File: config.mk
export PLATFORM = sky130hd
export DESIGN_NAME = lph_front
export DESIGN_NICKNAME = d
export VERILOG_FILES = /design/src/rtl/lph_pkg.sv /design/src/rtl/lph_front.sv
export SDC_FILE = /design/constraint.sdc
export NUM_CORES = 1
export LEC_CHECK = 0
export ABC_AREA = 1
export ABC_CLOCK_PERIOD_IN_PS = 2200
export BUFFER_PORTS_ARGS = -buffer_cell sky130_fd_sc_hd__buf_4
export CAP_MARGIN = 10
export CORE_MARGIN = 4
export CORE_UTILIZATION = 47
export CTS_CLUSTER_SIZE = 40
export DETAILED_ROUTE_END_ITERATION = 10
export GPL_TIMING_DRIVEN = 1
export PLACE_DENSITY = 0.73
export SETUP_SLACK_MARGIN = 0.3
export SLEW_MARGIN = 30
export SYNTH_ARGS = -nofsm -noshare
export SYNTH_HDL_FRONTEND = slang
export SYNTH_SLANG_ARGS = --single-unit
File: constraint.sdc
create_clock -name clock -period 2.2 [get_ports clock]
set_input_delay 0.11 -clock clock [delete_from_list [all_inputs] [get_ports clock]]
set_output_delay 0.11 -clock clock [all_outputs]
set_load 0.05 [all_outputs]
File: src/rtl/lph_pkg.sv
// ----------------------------------------------------------------------------
// lph_pkg
// shared types and constants of the linear-probing hash insert block
// ----------------------------------------------------------------------------
package lph_pkg;

   localparam int TABLE_SIZE   = 256;
   localparam int KEY_BITS     = 16;
   localparam int SLOT_BITS    = $clog2(TABLE_SIZE);
   localparam int CFG_BITS     = 9;
   localparam int PROBE_BITS   = 9;
   localparam int SUM_BITS     = 17;
   localparam int COUNT_BITS   = 9;
   localparam int MOD_CNT_BITS = $clog2(KEY_BITS);

   localparam logic [SUM_BITS-1:0]   SUM_MAX   = '1;
   localparam logic [COUNT_BITS-1:0] COUNT_MAX = '1;
   localparam logic [CFG_BITS-1:0]   LEN_MAX   = CFG_BITS'(TABLE_SIZE);

   localparam logic CSR_DIVISOR      = 1'b0;
   localparam logic CSR_TABLE_LENGTH = 1'b1;

   typedef enum logic [1:0] {
      ST_INSERTED = 2'd0,
      ST_FULL     = 2'd1,
      ST_ZERO_KEY = 2'd2,
      ST_READ     = 2'd3
   } status_type;

   typedef enum logic [1:0] {
      CMD_INSERT,
      CMD_ZERO,
      CMD_READ
   } cmd_kind_type;

   typedef struct packed {
      logic                 action;
      logic [KEY_BITS-1:0]  key;
      logic [SLOT_BITS-1:0] slot_index;
   } req_type;

   typedef struct packed {
      status_type            status;
      logic [SLOT_BITS-1:0]  slot;
      logic [PROBE_BITS-1:0] probes;
      logic [SUM_BITS-1:0]   total_probes;
      logic [COUNT_BITS-1:0] inserted_count;
      logic [KEY_BITS-1:0]   read_key;
   } rsp_type;

   typedef struct packed {
      cmd_kind_type         kind;
      logic [KEY_BITS-1:0]  key;
      logic [SLOT_BITS-1:0] slot_index;
   } cmd_type;

   typedef struct packed {
      logic [CFG_BITS-1:0] divisor;
      logic [CFG_BITS-1:0] table_length;
   } csr_type;

endpackage

File: src/rtl/lph_front.sv
// ----------------------------------------------------------------------------
// lph_front
// accepts request items, classifies them and holds them in a two-entry queue
// ----------------------------------------------------------------------------
module lph_front
   import lph_pkg::*;
(
   input  logic    clock,
   input  logic    reset,
   input  logic    req_push,
   output logic    req_full,
   input  req_type req_data,
   output logic    cmd_valid,
   input  logic    cmd_pop,
   output cmd_type cmd
);

   cmd_type     q_ff [2];
   logic        wr_ptr_ff, wr_ptr_in;
   logic        rd_ptr_ff, rd_ptr_in;
   logic [1:0]  count_ff, count_in;
   logic        push_ok;
   logic        pop_ok;
   cmd_type     cmd_new;

   always_comb begin
      cmd_new.key        = req_data.key;
      cmd_new.slot_index = req_data.slot_index;
      if (req_data.action) begin
         cmd_new.kind = CMD_READ;
      end else if (req_data.key == '0) begin
         cmd_new.kind = CMD_ZERO;
      end else begin
         cmd_new.kind = CMD_INSERT;
      end
   end

   assign req_full  = (count_ff == 2'd2);
   assign cmd_valid = (count_ff != 2'd0);
   assign cmd       = q_ff[rd_ptr_ff];
   assign push_ok   = req_push && !req_full;
   assign pop_ok    = cmd_pop && cmd_valid;

   always_comb begin
      wr_ptr_in = push_ok ? !wr_ptr_ff : wr_ptr_ff;
      rd_ptr_in = pop_ok ? !rd_ptr_ff : rd_ptr_ff;
      count_in  = count_ff + 2'(push_ok) - 2'(pop_ok);
   end

   always_ff @(posedge clock) begin
      if (reset) begin
         wr_ptr_ff <= 1'b0;
         rd_ptr_ff <= 1'b0;
         count_ff  <= 2'd0;
      end else begin
         wr_ptr_ff <= wr_ptr_in;
         rd_ptr_ff <= rd_ptr_in;
         count_ff  <= count_in;
      end
      if (push_ok) begin
         q_ff[wr_ptr_ff] <= cmd_new;
      end
   end

endmodule

Word level (Yosys, flattened, before mapping)
Memory sizes are Yosys's and may differ from the RTL's. A register that Yosys moved wholly into a read port is not among the register bits.
Index checks and enable logic that the tools add are counted.
Operators by class
  add/subtract/negate cells: 2
  multiply operators: 0
  div/mod/pow operators: 0
  magnitude comparators: 0
  equal/unequal tests: 1
  shift-type cells: 0
  muxes and demuxes: 6
  bitwise operators: 0
  reduce and logical (&&, ||, !) cells: 7
Operator list (number)
  $logic_not A16 Y1: 1
  $mux W1: 5
  $logic_not A1 Y1: 3
  $add A2 B1 Y2: 1
  $eq A2 B2 Y1 const B: 1
  $logic_and A1 B1 Y1: 2
  $mux W2: 1
  $reduce_bool A2 Y1: 1
  $sub A2 B1 Y2: 1
Word-level totals
  register bits after elaboration: 4
  latch bits: 0
  memory bits (writable): 52
  memory bits (read-only): 0
  output and inout bits: 28
  word-level logic and storage cells: 20
  memories kept: 1
Memory list
  q_ff: depth 2, width 26, read ports 1, clocked after memory_dff 1, write ports 1, RTL line lph_front.sv:18  | cmd_type q_ff [2];

Depth between registers and ports, before layout
  depth after elaboration: 5
  mapped depth: 11
  mapped depth without buffers: 11

Least setup slack after synthesis
No wires, ideal clock.
  path type: register to register
  start point: register count_ff[0]
  end point: memory q_ff[0][0] (netlist name), enable pin
  data arrival time: 1.667 ns
  setup slack: 0.124 ns
  cell stages (with the launch flop): 5
  clock period less this slack: 2.076 ns
  cell sequence: dfxtp_1 -> inv_1 -> nand2_1 -> nand2_1 -> nor2_1
Between the ends
  word-level cells in the longest chain between the ends: 5
Ends and longest elaborated chain
  from (decl): RTL line lph_front.sv:21  | logic [1:0] count_ff, count_in;
  from (signal assigned): RTL line lph_front.sv:58  | count_ff <= count_in;
  $eq A2 B2 Y1: RTL line lph_front.sv:38  | assign req_full = (count_ff == 2'd2);
  $logic_not A1 Y1: RTL line lph_front.sv:41  | assign push_ok = req_push && !req_full;
  $logic_and A1 B1 Y1: RTL line lph_front.sv:41
  $mux W1: RTL line lph_front.sv:60  | if (push_ok) begin
  $mux W1 (not written as such): RTL line lph_front.sv:61  | q_ff[wr_ptr_ff] <= cmd_new;
  to (decl): RTL line lph_front.sv:18
Every way passes these cells.

==> reports/results.ini <==
[worst_setup_path]
arrival_ps = 1600
critPathMaxFanout = 12
cpMaxStageDelayCell = dfxtp_2
max_stage_delay_ps = 460
end_kind = output port
path_cells = buf_4 -> mux2_4 -> buf_4
cp.required_ps = 2090
start_kind = register
crit_top_cell = buf_4
path_class = reg2out

[grt]
antenna_found_initial = 0
gr-total-overflow = 0
grt_pass1_wl_um = 6860
grt_max_degree = 19
grt_pass1_vias = 1483
globalRouteTotalUtil = 0.152

[synthesis]
ys_ff_latch = 57
syn_area_um2 = 2290
synthCells = 135
synth.yosys.seq_area_share = 0.724
synth_warnings = 0
synth_top_area_cell = edfxtp_1
synth_cell_types = 14
synth_nets = 166
yosysTopAreaCellShare = 0.680
synth_area_leaders = edfxtp_1 68%, mux2_4 13%, dfxtp_1 4.4%
syn_avg_cell_area_um2 = 17.0

[timing]
rsz0062_at_grt = false
relSlewSlack = 0.764
worstMarginPinSlew_ps = 353
finClkSkew_ps = 5.76
fin_tns_setup_ps = 0
min_period_ps = 1710
period_share = 0.776
drv_slew = 0
setup_viol = 0
hold_violations = 0
max_freq_ghz = 0.586
layout_setup_ws_ps = 493

[clock_network]
numClockSinks = 57
clk_pin_slew_ps = 60
h-tree-depth = 3
cts_buffers = 9
clock-root-buffer = clkbuf_8
cts_buffer_depth = 2
cts_tree = yes
clk_latency_ps = 320
postCtsSetupBuffers = 0

[die]
start_util = 0.486
chipWidth_um = 77.9
die_h_um = 77.9
dieArea_um2 = 6060
io_pins = 57
fp-row-count = 25
core_area_um2 = 4720

[pwr]
power_mw = 4.01
p_leak_nw = 1.34
vdd_drop_max_v = 0.000751
power_density_nw_per_um2 = 1230

[routing]
drc = 0
vias = 1371
via_per_inst = 4.54
wl_um = 4290
post_drt_wl_per_cell_um = 14.2
firstDrtPassIters = 5
drt_first_iter_violations = 74
drtAntennaViolNets = 0

[placed_design]
placed_cells = 260
portBuffers = 56
dp_hpwl_um = 2970
preCtsSetupSlack_ps = 591
place_congestion = 0.802

[outcome]
status = finished, final reports clean

[layout]
utilization = 0.690
nets = 261
drive_above_1_share = 0.447
area_delta_synth_final_pct = 42.0
antennaDiodeCount = 0
fin_cells = 302
fill_cells = 342

[hold_path]
hold_path.class = in2reg

[job]
drv_cap = 0

[timing repair]
action | CTS | global route
hold buffers | 26 | 0
endpoints found under the hold margin | 51 | 0
resized for setup | 1 | 0
setup endpoints to repair | 7 | 0
[registers in the layout, indices dropped and copies added (netlist names), named ones only]
register and flops:
count_ff 2, rd_ptr_ff 1, wr_ptr_ff 1, q_ff 52
[kinds of logic after synthesis]
group           Yosys count  synth area share
simple gates             34            0.0583
flops                    57             0.724
mux                      26             0.160
buf+inv                  13            0.0387
fa+ha+maj                 2            0.0109
compound gates            3           0.00763
[cell usage in the layout (no fill, tap or decap), drive strengths merged]
master and instances:
clkinvlp 1, buf 61, or2 1, edfxtp 52, inv 10, o21a 1
clkbuf 10, bufinv 2, dlygate4sd3 26, ha 2, dfxtp 5, mux2 26
a21oi 2, nand2 13, nor2 17, clkinv 3, nand3 3
[layer usage]
layer | up-vias | track usage | part of all wire
met5 | - | 0 | 0
met4 | 0 | 0.0676 | 0.015
met2 | 42 | 0.257 | 0.50
met1 | 647 | 0.173 | 0.42
li1 | 674 | - | -
met3 | 8 | 0.0545 | 0.060
[critical path: cells and delay by family, from the launching register on]
kind | cells | cell delay [ps]
buf+inv | 2 | 480
mux | 1 | 320
flops | 1 | 460
[per-stage QoR]
stage,area (um^2),hold WS (ps)
2_1_floorplan,2300,181
3_3_place_gp,2790,275
3_5_place_dp,2790,280
4_1_cts,3260,49.5
5_1_grt,3260,65.5
6_report,3260,71.6
[synthesized netlist by cell type]
library cell and n:
a21oi_1 2, buf_12 2, buf_6 1, dfxtp_1 5, edfxtp_1 52, ha_1 2, inv_1 10, mux2_2 6
mux2_4 20, nand2_1 13, nand3_1 3, nor2_1 17, o21a_1 1, or2_2 1
[cell type report]
type	instances	area, um^2	area share
Sequential cell	57	1660	0.510
Multi-Input combinational cell	65	547	0.168
Timing Repair Buffer	87	718	0.220
Clock inverter	6	82.6	0.0253
Inverter	10	37.5	0.0115
Clock buffer	10	128	0.0392
Tap cell	67	83.8	0.0257
[report_power, final]
| group | leakage, nW | internal (mW) | total (mW) | switching, mW |
|---|---|---|---|---|
| sequential | 0.529 | 1.38 | 1.46 | 0.0754 |
| clock | 0.106 | 0.631 | 1.03 | 0.396 |
| combinational | 0.703 | 0.572 | 1.53 | 0.954 |
| total | 1.34 | 2.58 | 4.01 | 1.42 |
[final timing paths]
| check | end | slack [ps] | depth (start not counted) | from |
|---|---|---|---|---|
| worst min register to register | register | 500 | 2 | rd_ptr_ff |
| worst min-delay path | wr_ptr_ff | 70 | 3 | req_push |
| worst max register to register | q_ff[1][16] | 590 | 5 | count_ff[0] |
| worst max-delay path | cmd[9] | 490 | 3 | register |
(Power assumes the default switching activity.)
